===== src/hdl/rxb_pkg.sv =====
// ----------------------------------------------------------------------------
// rxb_pkg
// types and constants shared by the rx buffer idle gap framer
// ----------------------------------------------------------------------------
package rxb_pkg;

  // default store depth
  localparam int unsigned BUF_DEPTH = 256;

  // gap limit after reset
  localparam logic [7:0] GAP_LIMIT_RESET = 8'd2;

  // item commands
  typedef enum logic [1:0] {
    CMD_BYTE = 2'd0,
    CMD_TICK = 2'd1,
    CMD_ARM  = 2'd2,
    CMD_READ = 2'd3
  } cmd_e;

  // sequencer states
  typedef enum logic [1:0] {
    ST_IDLE,
    ST_EXEC,
    ST_RESP
  } state_e;

  // input item
  typedef struct packed {
    cmd_e       cmd;
    logic [7:0] rx_data;
    logic       line_error;
    logic       long_answer;
    logic       need_answer;
    logic [7:0] read_index;
  } item_t;

  // result item
  typedef struct packed {
    logic [7:0] read_data;
    logic [8:0] fill_count;
    logic       wrapped;
    logic       message_ready;
    logic       waiting;
  } result_t;

  // write request from the sequencer to the store
  typedef struct packed {
    logic       we;
    logic [7:0] wdata;
  } wr_ctl_t;

endpackage


===== src/hdl/rxb_store.sv =====
// ----------------------------------------------------------------------------
// rxb_store
// byte store, one write port and one registered read port
// ----------------------------------------------------------------------------
module rxb_store #(
  parameter int unsigned Depth = rxb_pkg::BUF_DEPTH,
  localparam int unsigned AddrW = $clog2(Depth)
) (
  input  logic                clk_i,
  input  rxb_pkg::wr_ctl_t    wr_i,
  input  logic [AddrW-1:0]    waddr_i,
  input  logic                re_i,
  input  logic [AddrW-1:0]    raddr_i,
  output logic [7:0]          rdata_o
);

  logic [7:0] mem_q [Depth];
  logic [7:0] rdata_q;

  // write port
  always_ff @(posedge clk_i) begin
    if (wr_i.we) begin
      mem_q[waddr_i] <= wr_i.wdata;
    end
  end

  // read port, registered
  always_ff @(posedge clk_i) begin
    if (re_i) begin
      rdata_q <= mem_q[raddr_i];
    end
  end

  assign rdata_o = rdata_q;

endmodule


===== src/hdl/rxb_ctrl.sv =====
// ----------------------------------------------------------------------------
// rxb_ctrl
// command sequencer: fill position, gap timer, framing flags and store access
// ----------------------------------------------------------------------------
module rxb_ctrl #(
  parameter int unsigned BufDepth = rxb_pkg::BUF_DEPTH,
  localparam int unsigned AddrW = $clog2(BufDepth),
  localparam int unsigned PosW  = $clog2(BufDepth + 1)
) (
  input  logic                clk_i,
  input  logic                rst_ni,
  input  logic                start,
  output logic                busy,
  input  rxb_pkg::item_t      item_i,
  input  logic                cfg_valid_i,
  output logic                cfg_ready_o,
  input  logic [7:0]          cfg_data_i,
  output rxb_pkg::wr_ctl_t    wr_o,
  output logic [AddrW-1:0]    waddr_o,
  output logic                re_o,
  output logic [AddrW-1:0]    raddr_o,
  input  logic [7:0]          rdata_i,
  output logic                done_o,
  output rxb_pkg::result_t    result_o
);

  rxb_pkg::state_e state_q, state_d;
  rxb_pkg::item_t  item_q;

  logic [7:0]      gap_limit_q;
  logic [PosW-1:0] wpos_q, wpos_d;
  logic [7:0]      gap_q, gap_d;
  logic            timer_q, timer_d;
  logic            wait_q, wait_d;
  logic            ready_q, ready_d;
  logic            long_q, long_d;
  logic            wrap_q, wrap_d;
  logic            warm_q, warm_d;    // store fully written since last arm
  logic            rd_ok_q, rd_ok_d;  // read entry holds written data

  logic [7:0]      gap_inc;
  logic            full;
  logic            in_range;
  logic            below_fill;

  assign cfg_ready_o = 1'b1;

  // config register
  always_ff @(posedge clk_i or negedge rst_ni) begin
    if (!rst_ni) begin
      gap_limit_q <= rxb_pkg::GAP_LIMIT_RESET;
    end else if (cfg_valid_i && cfg_ready_o) begin
      gap_limit_q <= cfg_data_i;
    end
  end

  // capture the accepted beat
  always_ff @(posedge clk_i) begin
    if (start && !busy) begin
      item_q <= item_i;
    end
  end

  // next state
  always_comb begin
    state_d = state_q;
    case (state_q)
      rxb_pkg::ST_IDLE: begin
        if (start) state_d = rxb_pkg::ST_EXEC;
      end
      rxb_pkg::ST_EXEC: state_d = rxb_pkg::ST_RESP;
      rxb_pkg::ST_RESP: state_d = rxb_pkg::ST_IDLE;
      default:          state_d = rxb_pkg::ST_IDLE;
    endcase
  end

  // handshake outputs
  always_comb begin
    busy   = (state_q != rxb_pkg::ST_IDLE);
    done_o = (state_q == rxb_pkg::ST_RESP);
  end

  assign gap_inc    = gap_q + 8'd1;
  assign full       = (wpos_q == PosW'(BufDepth));
  assign in_range   = (32'(item_q.read_index) < 32'(BufDepth));
  assign below_fill = (32'(item_q.read_index) < 32'(wpos_q));

  // command execution and store access
  always_comb begin
    wpos_d   = wpos_q;
    gap_d    = gap_q;
    timer_d  = timer_q;
    wait_d   = wait_q;
    ready_d  = ready_q;
    long_d   = long_q;
    wrap_d   = wrap_q;
    warm_d   = warm_q;
    rd_ok_d  = rd_ok_q;
    wr_o.we    = 1'b0;
    wr_o.wdata = item_q.rx_data;
    waddr_o  = AddrW'(wpos_q);
    re_o     = 1'b0;
    raddr_o  = AddrW'(item_q.read_index);
    if (state_q == rxb_pkg::ST_EXEC) begin
      rd_ok_d = 1'b0;
      case (item_q.cmd)
        rxb_pkg::CMD_BYTE: begin
          if (item_q.line_error) begin
            gap_d = 8'd0;
          end else if (!full) begin
            wr_o.we = 1'b1;
            wpos_d  = PosW'(wpos_q + PosW'(1));
            timer_d = 1'b1;
            gap_d   = 8'd0;
          end else if (long_q) begin
            // wrap around to the first entry
            wr_o.we = 1'b1;
            waddr_o = '0;
            wpos_d  = PosW'(1);
            wrap_d  = 1'b1;
            warm_d  = 1'b1;
            timer_d = 1'b1;
            gap_d   = 8'd0;
          end
        end
        rxb_pkg::CMD_TICK: begin
          if (timer_q && wait_q) begin
            gap_d = gap_inc;
            if (gap_inc > gap_limit_q) begin
              wait_d  = 1'b0;
              ready_d = 1'b1;
              long_d  = 1'b0;
              timer_d = 1'b0;
            end
          end
        end
        rxb_pkg::CMD_ARM: begin
          // entries at or above the fill position read as zero until the store wraps
          wpos_d  = '0;
          gap_d   = 8'd0;
          ready_d = 1'b0;
          long_d  = item_q.long_answer;
          wait_d  = item_q.need_answer;
          warm_d  = 1'b0;
        end
        rxb_pkg::CMD_READ: begin
          re_o    = 1'b1;
          rd_ok_d = in_range && (warm_q || below_fill);
        end
        default: ;
      endcase
    end
  end

  // state registers
  always_ff @(posedge clk_i or negedge rst_ni) begin
    if (!rst_ni) begin
      state_q <= rxb_pkg::ST_IDLE;
      wpos_q  <= '0;
      gap_q   <= 8'd0;
      timer_q <= 1'b0;
      wait_q  <= 1'b0;
      ready_q <= 1'b0;
      long_q  <= 1'b0;
      wrap_q  <= 1'b0;
      warm_q  <= 1'b0;
      rd_ok_q <= 1'b0;
    end else begin
      state_q <= state_d;
      wpos_q  <= wpos_d;
      gap_q   <= gap_d;
      timer_q <= timer_d;
      wait_q  <= wait_d;
      ready_q <= ready_d;
      long_q  <= long_d;
      wrap_q  <= wrap_d;
      warm_q  <= warm_d;
      rd_ok_q <= rd_ok_d;
    end
  end

  // result beat
  always_comb begin
    result_o.read_data     = rd_ok_q ? rdata_i : 8'd0;
    result_o.fill_count    = 9'(wpos_q);
    result_o.wrapped       = wrap_q;
    result_o.message_ready = ready_q;
    result_o.waiting       = wait_q;
  end

endmodule


===== src/hdl/rx_buffer_idle_gap_framer.sv =====
// ----------------------------------------------------------------------------
// rx_buffer_idle_gap_framer
// receive buffer that frames a modem answer by an idle gap on the line
// ----------------------------------------------------------------------------
//  channel  | signals                          | transfer
//  ---------+----------------------------------+----------------------------
//  item     | start, busy, item_i              | start && !busy
//  result   | done_o, result_o                 | done_o, held one cycle
//  config   | cfg_valid_i, cfg_ready_o, cfg_data_i | cfg_valid_i && cfg_ready_o
//
//  every command passes the same states from accept to the next accept:
//  idle to capture, exec for the store access, resp with done_o high; the
//  registered store read port sets this. arm takes the same path: stale
//  entries at or above the fill position read as zero, so no clearing pass.
//  reset is asynchronous and clears the control state, not the store.
//  the receiver cannot stall; config is always ready.
// ----------------------------------------------------------------------------
module rx_buffer_idle_gap_framer #(
  parameter int unsigned BufDepth = rxb_pkg::BUF_DEPTH
) (
  input  logic             clk_i,
  input  logic             rst_ni,
  input  logic             start,
  output logic             busy,
  input  rxb_pkg::item_t   item_i,
  input  logic             cfg_valid_i,
  output logic             cfg_ready_o,
  input  logic [7:0]       cfg_data_i,
  output logic             done_o,
  output rxb_pkg::result_t result_o
);

  localparam int unsigned AddrW = $clog2(BufDepth);

  rxb_pkg::wr_ctl_t  wr;
  logic [AddrW-1:0]  waddr;
  logic              re;
  logic [AddrW-1:0]  raddr;
  logic [7:0]        rdata;

  // sequencer
  rxb_ctrl #(
    .BufDepth(BufDepth)
  ) u_ctrl (
    .clk_i,
    .rst_ni,
    .start,
    .busy,
    .item_i,
    .cfg_valid_i,
    .cfg_ready_o,
    .cfg_data_i,
    .wr_o     (wr),
    .waddr_o  (waddr),
    .re_o     (re),
    .raddr_o  (raddr),
    .rdata_i  (rdata),
    .done_o,
    .result_o
  );

  // byte store
  rxb_store #(
    .Depth(BufDepth)
  ) u_store (
    .clk_i,
    .wr_i    (wr),
    .waddr_i (waddr),
    .re_i    (re),
    .raddr_i (raddr),
    .rdata_o (rdata)
  );

endmodule


===== config.mk =====
export PLATFORM = sky130hd
export DESIGN_NAME = rx_buffer_idle_gap_framer
export DESIGN_NICKNAME = d
export VERILOG_FILES = /design/src/hdl/rxb_pkg.sv /design/src/hdl/rxb_store.sv /design/src/hdl/rxb_ctrl.sv /design/src/hdl/rx_buffer_idle_gap_framer.sv
export SDC_FILE = /design/constraint.sdc
export NUM_CORES = 2
export LEC_CHECK = 0
export BUFFER_PORTS_ARGS = -buffer_cell sky130_fd_sc_hd__buf_2
export CAP_MARGIN = 15
export CORE_AREA = 10 10 532 274
export CTS_CLUSTER_DIAMETER = 30
export DETAILED_ROUTE_END_ITERATION = 10
export DIE_AREA = 0 0 542 284
export GPL_ROUTABILITY_DRIVEN = 0
export PLACE_DENSITY_LB_ADDON = 0.3
export SYNTH_ARGS = -nofsm -noshare
export SYNTH_HDL_FRONTEND = slang
export SYNTH_HIERARCHICAL = 1
export SYNTH_SLANG_ARGS = --single-unit

===== constraint.sdc =====
create_clock -name clk_i -period 8.67 [get_ports clk_i]
set_input_delay 2.1675 -clock clk_i [delete_from_list [all_inputs] [get_ports clk_i]]
set_output_delay 2.1675 -clock clk_i [all_outputs]
set_load 0.02 [all_outputs]

==> flow_summary.yaml <==
status:
  outcome: "complete, but fails checks"
  violations: "max-slew violations"
route:
  first_pass_iters: 8
  viasPerCell: 7.142
  drt_drc_violations_left: 0
  vias: 43500
  routedWlPerCell_um: 35.96
  ant_nets: 0
  wl_um: 219000
  drt_iter0_drc: 8021
synthesis:
  synthesis.nets: 4067
  synth_most_common_cell: "edfxtp_1"
  synth_cell_types: 79
  yosys-top-cells-count: "edfxtp_1 (2077), mux4_2 (454), nor2_1 (300)"
  ys.flop_type: "edfxtp_1"
  yosysWarnings: 6
  syn_area_um2: 82580
  async_reset_ff_share_pct: 1.611
  seq_area_frac_synth_pct: 76.55
  synth_top_area_share_pct: 75.52
  synth.avg_cell_area_um2: 20.56
  ys_seq_elements: 2111
  synth.area.top_cells: "edfxtp_1 (76%), mux4_2 (12%), mux2i_1 (1.6%), nor2_1 (1.4%), a22oi_1 (1.2%)"
  synthCells: 4016
  yosys.area.top_type: "edfxtp_1"
  synth-edff-count: 2077
die:
  die_w_um: 542
  die_height_um: 284
  fp.dieArea_um2: 153900
  num_rows: 96
  initial_core_util_pct: 60.63
  core_um2: 136200
  ios: 56
power:
  powerDensity_nw_per_um2: 237.7
  ir_worst_vdd_mv: 0.1945
  leakage_nw: 28.40
clock_tree:
  insertion_delay_ns: 0.82
  cts_max_path_buffers: 4
  htree_levels: 4
  cts_resized: 0
  cts_sinks: 2111
  tritoncts: "built"
  path_clk_slew_ns: 0.06
  clockRootBuffer: "clkbuf_16"
  cts_made_buffers: 198
  cts_setup_buffers: 0
  holdBufCountCts: 0
placed_design:
  place_inst: 5727
  port_buffers: 54
  hpwl_um: 133200
final_layout:
  multi_input_area_um2: 17740
  stdcell_count: 6091
  seq_area_um2: 63220
  drive_gt1_share_pct: 22.94
  area_growth_syn_to_layout_pct: 10.25
  fillers: 8361
  nets: 4173
timing:
  fmax_mhz: 202.5
  hold_viol: 0
  rsz0062_at_grt: "false"
  finClkSkew_ns: 0.03526
  setup_viol: 0
  period_share_pct: 56.95
  worst_pin_slew_ns: 1.534
  max_slew_margin_pct: -2.277
  finalCriticalPeriod_ns: 4.938
  drv_slew: 63
  fin_setup_tns_ns: 0
flow_run:
  maxCapViolCount: 0
worst_setup_path:
  max_stage_delay_ns: 1.08
  crit_chain: "buf_4 > nor2b_4 > buf_4 > buf_4 > a22oi_1 > a21oi_1 > nor4_1 > buf_4 > nor4_1"
  worstSetupStartpoint: "u_ctrl/raddr_o[3]"
  reg2regPathDepth: 9
  end_kind: "flop"
  critPathMaxFanout: 22
  regToRegSetupSlack_ns: 3.73
  cp.arrival_ns: 5.54
  worst-setup-path-type: "reg -> reg"
  required_ns: 9.27
  start_kind: "flop"
  cp_slowest_cell: "edfxtp_1"
  r2r_start: "u_ctrl/raddr_o[3]"
  timing.rr.end: "u_store/rdata_o[3]"
  critPathMostFrequentCell: "buf_4"
  crit_end: "u_store/rdata_o[3]"
global_routing:
  grt-ovfl-total: 0
  antenna_found_initial: 17
  grt_first_pass_wirelength_um: 313400
  grt_pass1_vias: 41610
  grt_usage_pct: 28.14
  grt_max_degree: 257
worst_hold_path:
  hold_class: "reg -> reg"
==> cells in the final DEF, fill, tap and decap left out, types with 12 or more instances in the layout <==
| cell type | synthesis | routed |
|---|---|---|
| clkinvlp_4 | 0 | 20 |
| mux2i_1 | 134 | 134 |
| a22o_1 | 13 | 13 |
| o21ai_0 | 21 | 21 |
| a21oi_1 | 100 | 99 |
| clkinv_4 | 0 | 20 |
| a22oi_1 | 133 | 133 |
| o211ai_1 | 12 | 12 |
| o22ai_1 | 28 | 28 |
| clkinv_2 | 0 | 24 |
| inv_6 | 0 | 25 |
| clkbuf_1 | 120 | 26 |
| buf_2 | 31 | 55 |
| o21ai_1 | 18 | 18 |
| nand3_1 | 43 | 43 |
| bufinv_16 | 0 | 15 |
| buf_4 | 47 | 97 |
| clkbuf_16 | 0 | 199 |
| clkinv_1 | 1 | 14 |
| nand2_1 | 56 | 55 |
| nor4_1 | 24 | 17 |
| and2_1 | 15 | 15 |
| inv_1 | 18 | 18 |
| a221oi_1 | 13 | 13 |
| nor2b_1 | 35 | 32 |
| nand4_1 | 16 | 16 |
| mux4_2 | 454 | 454 |
| nor2_1 | 300 | 296 |
| ha_1 | 18 | 18 |
| nand2b_1 | 12 | 12 |
| a211oi_1 | 19 | 19 |
| nor3_1 | 23 | 22 |
| edfxtp_1 | 2077 | 2077 |
| dfrtp_1 | 33 | 33 |
| o221ai_1 | 46 | 46 |
==> worst max-delay path, delay by kind of cell, from the launching register on <==
kind / cells / cell delay (ns)
compound gates: 2 / 1.26
buf+inv: 4 / 1.50
flops: 1 / 1.08
simple gates: 3 / 0.79
==> worst min-delay path by stage <==
stage | startpoint | to | slack (ns) | cells past startpoint
after detailed placement | u_ctrl/warm_q | u_ctrl/warm_q | 0.49 | 1
final | u_ctrl/warm_q | u_ctrl/warm_q | 0.50 | 1
after floorplan | u_ctrl/wrap_q | u_ctrl/wrap_q | 0.44 | 1
after global routing | u_ctrl/warm_q | u_ctrl/warm_q | 0.54 | 1
after CTS | u_ctrl/warm_q | u_ctrl/warm_q | 0.50 | 1
after global placement | u_ctrl/warm_q | u_ctrl/warm_q | 0.49 | 1
==> logic make-up after synthesis <==
family          count (synthesis)  share of synthesized area, %
fa+ha+maj                      18                        0.2727
other cells                     1                      0.004541
mux                           592                         14.10
xor+xnor                        6                       0.06364
flops                        2111                         76.55
simple gates                  552                         3.059
buf+inv                       285                         2.100
compound gates                451                         3.850
==> layout make-up <==
class,instances,share of cell area [%]
Sequential cell,2111,69.43
Multi-Input combinational cell,1620,19.48
Clock buffer,225,5.576
Tap cell,1813,2.491
Timing Repair Buffer,171,1.477
Clock inverter,129,1.448
Inverter,20,0.08245
Antenna cell,2,0.005497
==> sequential cells by signal, indices dropped and copies added (netlist names) <==
name                count
u_ctrl/gap_limit_q      8
u_ctrl/gap_q            8
u_ctrl/item_q           5
u_ctrl/long_q           1
u_ctrl/raddr_o          8
u_ctrl/rd_ok_q          1
u_ctrl/ready_q          1
u_ctrl/state_q          2
u_ctrl/timer_q          1
u_ctrl/wait_q           1
u_ctrl/warm_q           1
u_ctrl/wpos_q           9
u_ctrl/wr_o             8
u_ctrl/wrap_q           1
u_store/mem_q        2048
u_store/rdata_o         8
==> power breakdown <==
group	internal, W	switching (W)
registers	0.0113	0.0000467
logic	0.000508	0.00110
clock network	0.00475	0.00393
total	0.0166	0.00507
==> per-layer routing <==
metal  part of all wire, %  routed length [µm]  track usage (%)  vias up
met3                    19               41890            13.97      356
met1                    39               84770            43.79    22500
li1                      -                   -                -    16910
met5                  0.11                 251                0        -
met2                    40               86900            35.50     3728
met4                   2.4                5233            6.039        8
==> metrics by stage <==
step	setup slack [ns]	utilization, %	cell area (µm²)	hold slack [ns]	power (W)
after global placement	3.809	61.95	84380	0.4940	0.01308
final	3.732	66.85	91050	0.5044	0.02164
after global routing	3.671	66.84	91050	0.5409	0.02218
after floorplan	5.154	-	82580	0.4428	0.01254
after detailed placement	4.152	62.06	84540	0.4872	0.01312
after CTS	4.105	66.76	90930	0.5018	0.02165
Note: power is estimated with default switching activity, not from simulation.
